--- src/hdl/bf_tape_machine_core_top_defines.svh ---
// Assertion helpers for the tape machine core.
`ifndef BF_TAPE_MACHINE_CORE_TOP_DEFINES_SVH
`define BF_TAPE_MACHINE_CORE_TOP_DEFINES_SVH

// Check that a condition implies a consequence in the same cycle.
`define BFT_ASSERT_NOW(lbl, clk, rst_n, ante, cons, msg) \
  lbl: assert property (@(posedge clk) disable iff (!rst_n) (ante) |-> (cons)) else $error(msg);

// Check that a condition implies a consequence in the next cycle.
`define BFT_ASSERT_NEXT(lbl, clk, rst_n, ante, cons, msg) \
  lbl: assert property (@(posedge clk) disable iff (!rst_n) (ante) |=> (cons)) else $error(msg);

`endif

--- src/hdl/bft_pkg.sv ---
package bft_pkg;

  localparam logic [2:0] ST_EXEC     = 3'd0;
  localparam logic [2:0] ST_HALT     = 3'd1;
  localparam logic [2:0] ST_MISMATCH = 3'd2;
  localparam logic [2:0] ST_UNDER    = 3'd3;
  localparam logic [2:0] ST_OVER     = 3'd4;
  localparam logic [2:0] ST_LOADED   = 3'd5;

  localparam logic [7:0] CH_GT    = 8'h3E;
  localparam logic [7:0] CH_LT    = 8'h3C;
  localparam logic [7:0] CH_PLUS  = 8'h2B;
  localparam logic [7:0] CH_MINUS = 8'h2D;
  localparam logic [7:0] CH_DOT   = 8'h2E;
  localparam logic [7:0] CH_COMMA = 8'h2C;
  localparam logic [7:0] CH_OPEN  = 8'd91;
  localparam logic [7:0] CH_CLOSE = 8'd93;

  localparam logic REQ_LOAD = 1'b0;

  typedef struct packed {
    logic        req_type;
    logic [11:0] prog_addr;
    logic [7:0]  prog_byte;
    logic [7:0]  in_byte;
    logic        in_eof;
  } in_item_t;

  typedef struct packed {
    logic [2:0]  status;
    logic        out_valid;
    logic [15:0] out_value;
    logic        input_used;
    logic [12:0] next_pc;
    logic [31:0] steps_done;
  } out_item_t;

  typedef enum logic [6:0] {
    S_CLEAR = 7'b0000001,
    S_IDLE  = 7'b0000010,
    S_FETCH = 7'b0000100,
    S_PEEK1 = 7'b0001000,
    S_PEEK2 = 7'b0010000,
    S_SCAN  = 7'b0100000,
    S_EVAL  = 7'b1000000
  } state_e;

  typedef enum logic [2:0] {
    RD_NONE,
    RD_PC,
    RD_PC1,
    RD_PC2,
    RD_SCAN
  } rd_sel_e;

  typedef enum logic [3:0] {
    FIN_NONE,
    FIN_LOAD,
    FIN_FAULT,
    FIN_HALT,
    FIN_SIMPLE,
    FIN_CLEAR,
    FIN_SKIP1,
    FIN_JUMP,
    FIN_MISMATCH
  } fin_e;

  typedef struct packed {
    logic    accept;
    logic    load_wr;
    rd_sel_e rd_sel;
    logic    scan_init;
    logic    scan_fwd;
    logic    scan_step;
    logic    scan_eval;
    logic    clr_wr;
    fin_e    fin;
  } cmd_t;

  typedef struct packed {
    logic faulted;
    logic halted;
    logic out_busy;
    logic op_open;
    logic op_close;
    logic byte_minus;
    logic cell_zero;
    logic scan_edge;
    logic scan_hit;
    logic clr_last;
  } stat_t;

endpackage

--- src/hdl/bft_ctrl.sv ---
module bft_ctrl
  import bft_pkg::*;
(
  input  logic  clk_i,
  input  logic  rst_ni,
  input  logic  in_valid_i,
  input  logic  req_type_i,
  input  stat_t stat_i,
  output logic  in_stall_o,
  output cmd_t  cmd_o
);

  state_e state_q, state_d;
  logic   minus_q, minus_d;
  logic   acc;

  assign in_stall_o = (state_q != S_IDLE) || stat_i.out_busy;
  assign acc        = in_valid_i && !in_stall_o;

  always_comb begin
    state_d = state_q;
    minus_d = minus_q;
    cmd_o   = '{accept: 1'b0, load_wr: 1'b0, rd_sel: RD_NONE, scan_init: 1'b0,
                scan_fwd: 1'b0, scan_step: 1'b0, scan_eval: 1'b0, clr_wr: 1'b0,
                fin: FIN_NONE};
    unique case (state_q)
      S_CLEAR: begin
        cmd_o.clr_wr = 1'b1;
        if (stat_i.clr_last) state_d = S_IDLE;
      end
      S_IDLE: begin
        if (acc) begin
          cmd_o.accept = 1'b1;
          if (req_type_i == REQ_LOAD) begin
            cmd_o.load_wr = 1'b1;
            cmd_o.fin     = FIN_LOAD;
          end else if (stat_i.faulted) begin
            cmd_o.fin = FIN_FAULT;
          end else if (stat_i.halted) begin
            cmd_o.fin = FIN_HALT;
          end else begin
            cmd_o.rd_sel = RD_PC;
            state_d      = S_FETCH;
          end
        end
      end
      S_FETCH: begin
        if (stat_i.op_open) begin
          cmd_o.rd_sel = RD_PC1;
          state_d      = S_PEEK1;
        end else if (stat_i.op_close) begin
          cmd_o.scan_init = 1'b1;
          state_d         = S_SCAN;
        end else begin
          cmd_o.fin = FIN_SIMPLE;
          state_d   = S_IDLE;
        end
      end
      S_PEEK1: begin
        minus_d      = stat_i.byte_minus;
        cmd_o.rd_sel = RD_PC2;
        state_d      = S_PEEK2;
      end
      S_PEEK2: begin
        if (minus_q && stat_i.op_close) begin
          cmd_o.fin = FIN_CLEAR;
          state_d   = S_IDLE;
        end else if (stat_i.cell_zero) begin
          cmd_o.scan_init = 1'b1;
          cmd_o.scan_fwd  = 1'b1;
          state_d         = S_SCAN;
        end else begin
          cmd_o.fin = FIN_SKIP1;
          state_d   = S_IDLE;
        end
      end
      S_SCAN: begin
        if (stat_i.scan_edge) begin
          cmd_o.fin = FIN_MISMATCH;
          state_d   = S_IDLE;
        end else begin
          cmd_o.scan_step = 1'b1;
          cmd_o.rd_sel    = RD_SCAN;
          state_d         = S_EVAL;
        end
      end
      S_EVAL: begin
        cmd_o.scan_eval = 1'b1;
        if (stat_i.scan_hit) begin
          cmd_o.fin = FIN_JUMP;
          state_d   = S_IDLE;
        end else begin
          state_d = S_SCAN;
        end
      end
      default: state_d = S_IDLE;
    endcase
  end

  always_ff @(posedge clk_i or negedge rst_ni) begin
    if (!rst_ni) begin
      state_q <= S_CLEAR;
      minus_q <= 1'b0;
    end else begin
      state_q <= state_d;
      minus_q <= minus_d;
    end
  end

endmodule

--- config.mk ---
export PLATFORM = sky130hd
export DESIGN_NAME = bft_ctrl
export DESIGN_NICKNAME = d
export VERILOG_FILES = /design/src/hdl/bf_tape_machine_core_top_defines.svh /design/src/hdl/bft_pkg.sv /design/src/hdl/bft_ctrl.sv
export SDC_FILE = /design/constraint.sdc
export NUM_CORES = 1
export LEC_CHECK = 0
export BUFFER_PORTS_ARGS = -buffer_cell sky130_fd_sc_hd__buf_2
export CAP_MARGIN = 20
export CELL_PAD_IN_SITES_DETAIL_PLACEMENT = 0
export CELL_PAD_IN_SITES_GLOBAL_PLACEMENT = 1
export CORE_MARGIN = 5
export CORE_UTILIZATION = 29
export DETAILED_ROUTE_END_ITERATION = 16
export GPL_TIMING_DRIVEN = 1
export PLACE_DENSITY_LB_ADDON = 0.1
export SLEW_MARGIN = 20
export SYNTH_ARGS = -nofsm -noshare
export SYNTH_HDL_FRONTEND = slang
export SYNTH_SLANG_ARGS = --single-unit
--- constraint.sdc ---
create_clock -name clk_i -period 1.4 [get_ports clk_i]
set_input_delay 0.07 -clock clk_i [delete_from_list [all_inputs] [get_ports clk_i]]
set_output_delay 0.07 -clock clk_i [all_outputs]
set_load 0.005 [all_outputs]
==> results of run 1 <==
-- flip-flops by register name, indices dropped and copies added, names as in the netlist --
register  count
minus_q       1
state_q       7
-- critical path: stages, from the launching register on --
cell and delay, ns:
dfrtp_1 0.43, buf_6 0.15, nor4b_4 0.26, buf_4 0.15
nand4_1 0.16, o31ai_4 0.12, buf_2 0.15
-- Yosys cell counts --
library cell,count,area share (%)
dfstp_2,1,4.0
nand3_1,5,3.9
nor4b_2,1,2.3
nand4b_1,1,1.3
a31oi_1,1,0.96
nor2_1,7,4.0
buf_2,1,0.77
nor4_2,1,1.9
and2_1,1,0.96
nand4_1,3,2.9
buf_4,1,1.2
and4b_1,3,4.6
and3_1,3,2.9
mux2_2,1,1.7
nor2b_1,4,3.9
a221o_1,1,1.5
a21o_1,1,1.2
nand2b_1,1,0.96
o311a_1,1,1.5
dfrtp_1,7,27
a21bo_2,1,1.5
o21ai_0,5,3.9
nor4_1,1,0.96
nor4b_1,1,1.3
and4_1,1,1.3
o2111ai_1,1,1.3
nor3b_1,1,1.2
o31ai_1,1,1.2
buf_6,2,3.5
a211o_1,1,1.3
nand2_1,2,1.2
nor3_2,1,1.5
nor3_1,1,0.77
o221ai_1,1,1.3
inv_1,8,4.6
o21ai_1,1,0.77
xor2_1,2,2.7
-- cells in the final DEF (no fill, tap or decap), drive strengths merged, types with 3 or more instances in the layout --
| cell type | netlist | layout |
|---|---|---|
| and4b | 3 | 3 |
| dfrtp | 7 | 7 |
| and3 | 3 | 3 |
| nor2 | 7 | 7 |
| o21ai | 6 | 6 |
| inv | 8 | 8 |
| buf | 4 | 67 |
| nand3 | 5 | 5 |
| nand4 | 3 | 3 |
| clkbuf | 0 | 4 |
| nor2b | 4 | 4 |
-- layout make-up --
| cell class | count | area [µm²] | area share (%) |
|---|---|---|---|
| repair buffers | 69 | 536.8 | 39.69 |
| multi-input cells | 56 | 519.2 | 38.39 |
| flip-flops and latches | 8 | 205.2 | 15.17 |
| well taps | 28 | 35.03 | 2.590 |
| inverters | 8 | 30.03 | 2.220 |
| clock buffers | 4 | 26.28 | 1.943 |
-- layer usage --
layer	up-vias	wire, µm	GRT usage [%]
li1	420	-	-
met1	399	990	16.46
met2	27	1256	26.26
met3	6	146	4.525
met4	0	37	4.636
met5	-	0	0
-- path summary, 6_finish.rpt --
check | end | cells past startpoint | from | slack, ns
setup reg to reg | state_q[1]$_DFFE_PN0P_ | 6 | state_q[6]$_DFFE_PN0P_ | -0.17
hold reg to reg | minus_q$_DFFE_PN0N_ | 1 | minus_q$_DFFE_PN0N_ | 0.58
min in group asynchronous | state_q[3]$_DFFE_PN0P_ | 2 | rst_ni | 0.20
max in group asynchronous | state_q[0]$_DFFE_PN1P_ | 2 | rst_ni | 0.95
setup / recovery | cmd_o[8] | 6 | state_q[5]$_DFFE_PN0P_ | -0.37
hold / removal | minus_q$_DFFE_PN0N_ | 2 | stat_i[4] | 0.04
-- where the power goes --
part	switching (µW)	internal (µW)
Combinational	155	183
Sequential	10.8	244
Clock	96.9	110
Total	263	538
-- per-stage QoR --
step | hold slack [ns] | instance area (µm²) | utilization (%)
final | 0.03900 | 1353 | 62.34
after global routing | 0.04186 | 1353 | 62.34
after CTS | 0.03786 | 1230 | 56.69
after detailed placement | -0.07030 | 947.2 | 43.66
after global placement | -0.06980 | 947.2 | 43.66
after floorplan | -0.2256 | 649.4 | -
-- logic make-up (layout without fill, tap and decap cells) --
group | after synthesis | after routing | synth area share, %
AND/OR/NAND/NOR | 38 | 38 | 37.96
AO/OA/AOI/OAI | 15 | 15 | 16.57
buffers and inverters | 12 | 81 | 10.02
flip-flops | 8 | 8 | 31.02
XOR/XNOR | 2 | 2 | 2.698
multiplexers | 1 | 1 | 1.734
-- repair_timing --
action,CTS,global route
gates cloned,0,0
hold buffers,2,0
endpoints found under the setup margin,18,20
endpoints found under the hold margin,9,0
gates resized for setup,36,17
buffers inserted,12,9
pin swaps,6,12
==> reports/qor.yml, run 1 <==
violations: "negative setup slack"
tightest_slew_ns: 0.2882
clockRootBuffer: "clkbuf_4"
clk_pin_slew_ns: 0.07
setup_violations: 18
via_per_inst: 4.925
num_vias: 852
grt_first_pass_wirelength_mm: 3.732
yosys_warnings: 0
cts_tree: "built"
ant_nets: 0
route.detailed.drc: 0
clkSinkCount: 8
grtUsageTotal_pct: 14.66
antenna_cells: 0
cts_buffers: 3
core_area_mm2: 0.002170
wl_per_cell_um: 14.05
ys_seq_area_share_pct: 31.02
synth.distinct_cells: 37
boundaryPins: 29
slew_headroom_pct: 80.64
grt_pass1_vias: 835
fin_cells: 173
clk_latency_ns: 0.27
fillers: 210
crit_fanout: 3
dpl.cell_count: 149
max-vdd-ir-drop_uv: 530.0
dp_slack_ns: -0.1687
start_kind: "flop"
fin_nets: 160
yosys_register_bits: 8
first_pass_iters: 4
cp.required_ns: 1.33
die_y_um: 57.32
power.density_mw_per_mm2: 591.9
cp-end-kind: "output pin"
rows: 17
min_path_type: "input port to flop"
crit_type: "flop to output pin"
die_x_um: 57.32
worst_slack_ns: -0.3669
grt_max_degree: 9
max_cap_violations: 0
synth_cells: 76
period_minus_slack_ns: 1.767
skew_ns: 0.01033
drt_iter0_markers: 8
cts.path.max_buffers: 2
synth.net_count: 90
htree_levels: 1
grt_overflow: 0
arrival_ns: 1.70
post-route-period-util_pct: 126.2
syn_area_um2: 649.4
fin_setup_tns_ns: -3.925
area_delta_synth_final_pct: 108.3
fmax_ghz: 0.5660
hpwl_mm: 1.646
place_congestion: 0.8107
cellLeakagePower_uw: 0.0006933
io_buffers: 28
drt-total-wl_mm: 2.431
antenna_found_initial: 0
grt_setup_unrepaired: "yes"
start_util_pct: 29.93
drive_gt1_share_pct: 67.59
syn-mean-instance-area_um2: 8.544
outcome: "complete, but fails checks"
finalPower_uw: 800.6
maxSlewViolCount: 0
hold_viol: 0
die-area_mm2: 0.003286
Power figures use the tool's default switching activity.
==> run 2, diff against run 1 <==
--- a/config.mk
+++ b/config.mk
@@ -9,11 +9,13 @@
 export CAP_MARGIN = 20
 export CELL_PAD_IN_SITES_DETAIL_PLACEMENT = 0
 export CELL_PAD_IN_SITES_GLOBAL_PLACEMENT = 1
+export CORE_ASPECT_RATIO = 0.7
 export CORE_MARGIN = 5
 export CORE_UTILIZATION = 29
 export DETAILED_ROUTE_END_ITERATION = 16
 export GPL_TIMING_DRIVEN = 1
 export PLACE_DENSITY_LB_ADDON = 0.1
+export SETUP_SLACK_MARGIN = 0.15
 export SLEW_MARGIN = 20
 export SYNTH_ARGS = -nofsm -noshare
 export SYNTH_HDL_FRONTEND = slang
==> reports/qor.yml, run 2 (synthesized netlist as in run 1, its figures left out) <==
htree_levels: 1  # unchanged
dpl.cell_count: 147  # -1.3%
core_area_mm2: 0.002137  # -1.5%
min_path_cells: 2  # unchanged
power.density_mw_per_mm2: 577.1  # -2.5%
boundaryPins: 29  # unchanged
rows: 14  # -3
die_x_um: 66.56  # +16%
clk_pin_slew_ns: 0.07  # about the same
antenna_found_initial: 0  # unchanged
setup_violations: 19  # +1
io_buffers: 28  # unchanged
placedInstanceArea_um2: 945.9  # -0.13%
violations: "negative setup slack"
cts_buffers: 3  # unchanged
stdcell_area_mm2: 0.001285  # -5.0%
fmax_ghz: 0.5702  # +0.75%
outcome: "complete, but fails checks"
die_y_um: 49.59  # -13%
slew_headroom_pct: 77.11  # -3.5 points
cts_tree: "built"
grt_pass1_vias: 790  # -5.4%
post-route-period-util_pct: 125.3  # -0.95 points
cellLeakagePower_uw: 0.0006713  # -3.2%
grt_overflow: 0  # unchanged
crit_type: "flop to output pin"
hold_viol: 0  # unchanged
place_congestion: 0.7622  # -6.0%
drt-total-wl_mm: 2.443  # +0.49%
register_area_um2: 206.4  # +0.61%
finalPower_uw: 741.5  # -7.4%
worst_slack_ns: -0.3537  # +0.01323 ns
grt_max_degree: 9  # unchanged
largest_reg_flops: 7  # unchanged
start_kind: "flop"
layout_commonest_cell: "buf_2"
num_vias: 840  # -1.4%
met3_usage_pct: 6.591  # +2.1 points
route.detailed.drc: 0  # unchanged
regMostFlops: "state_q"
cp.required_ns: 1.33  # about the same
wl_per_cell_um: 14.20  # +1.1%
start_util_pct: 30.39  # +0.46 points
reg2regPathDepth: 7  # +1
drt_iter0_markers: 34  # +26
multi_input_comb_area_um2: 511.7  # -1.4%
grt_use_met1_pct: 20.30  # +3.8 points
cpPeakStageDelay_ns: 0.47  # +0.04 ns
tightest_slew_ns: 0.3434  # +0.05518 ns
max-vdd-ir-drop_uv: 284.8  # -46%
cts.path.max_buffers: 2  # unchanged
grt_setup_unrepaired: "yes"
clockRootBuffer: "clkbuf_4"
clkSinkCount: 8  # unchanged
die-area_mm2: 0.003301  # +0.46%
use_met2_pct: 23.85  # -2.4 points
most-common-layout-cells: "buf_2, buf_4, buf_6, inv_1, nor2_1"
hpwl_mm: 1.617  # -1.8%
area_delta_synth_final_pct: 97.88
antenna_cells: 0  # unchanged
fin_cells: 172  # -0.58%
crit_fanout: 5  # +2
max_cap_violations: 0  # unchanged
grt_first_pass_wirelength_mm: 3.891  # +4.3%
skew_ns: 0.01068  # +0.0003443 ns
slowest_stage: "dfrtp_2"
top_usage_layer: "met2"
drive_gt1_share_pct: 65.00  # -2.6 points
period_minus_slack_ns: 1.754  # -0.01323 ns
ant_nets: 0  # unchanged
via_per_inst: 4.884  # -0.84%
grtUsageTotal_pct: 15.88  # +1.2 points
cp-end-kind: "output pin"
maxSlewViolCount: 0  # unchanged
reg_top3: "state_q x7, minus_q x1"
fillers: 187  # -11%
arrival_ns: 1.68  # -0.02 ns
first_pass_iters: 4  # unchanged
path_cells: "nor4_4, nand4_1, buf_4, inv_2, buf_2"
fin_nets: 155  # -3.1%
clk_latency_ns: 0.28  # about the same
min_path_type: "input port to flop"
run 2: cell count changes in the layout (fill, tap and decap cells not counted), sizes merged:
cell / delta
buf: -5
run 2: repair_timing:
item                                   4_1_cts  5_1_grt
endpoints found under the hold margin        9        0
gates resized for setup                     25       11
hold buffers                                 2        0
setup buffers                               16        3
pin swaps                                   20       11
setup endpoints to repair                   22       23
run 2: path summary, 6_finish.rpt:
kind	from	endpoint	slack, ns
min in group asynchronous	rst_ni	state_q[6]$_DFFE_PN0P_	0.17
setup / recovery	state_q[5]$_DFFE_PN0P_	cmd_o[13]	-0.35
hold / removal	stat_i[4]	minus_q$_DFFE_PN0N_	0.02
max in group asynchronous	rst_ni	state_q[0]$_DFFE_PN1P_	0.97
hold reg to reg	minus_q$_DFFE_PN0N_	minus_q$_DFFE_PN0N_	0.57
setup reg to reg	state_q[6]$_DFFE_PN0P_	state_q[1]$_DFFE_PN0P_	-0.27
run 2: cell type report:
class	count	area share, %
Tap cell	32	3.116
Sequential cell	8	16.07
Multi-Input combinational cell	56	39.82
Timing Repair Buffer	64	36.61
Clock buffer	4	2.045
Inverter	8	2.337
run 2: layer usage:
| metal | up-vias | share of wire [%] | wire, µm |
|---|---|---|---|
| met5 | - | 0 | 0 |
| met4 | 0 | 1.6 | 40 |
| met3 | 7 | 5.4 | 132 |
| met2 | 18 | 47 | 1156 |
| met1 | 403 | 46 | 1113 |
| li1 | 412 | - | - |
run 2: worst max-delay path, delay by kind of cell (launching register included):
kind	cells	cell delay (ns)
simple gates	2	0.58
buf+inv	3	0.34
flops	1	0.47
run 2: where the power goes:
part           switching, µW  internal, µW  leakage, µW
clock                    110           111    0.0000150
combinational            120           127     0.000561
sequential              31.6           242    0.0000949
run 2: per-stage QoR:
stage / TNS [ns] / setup WS [ns] / utilization, % / hold WS [ns]
after floorplan: 0 / 0.03720 / - / -0.2256
after global placement: -1.068 / -0.1971 / 44.26 / -0.06145
after detailed placement: -0.7926 / -0.1373 / 44.26 / -0.05699
after CTS: -4.827 / -0.3755 / 56.97 / 0.01466
after global routing: -6.363 / -0.4736 / 60.13 / 0.01199
final: -4.604 / -0.3537 / 60.13 / 0.01613
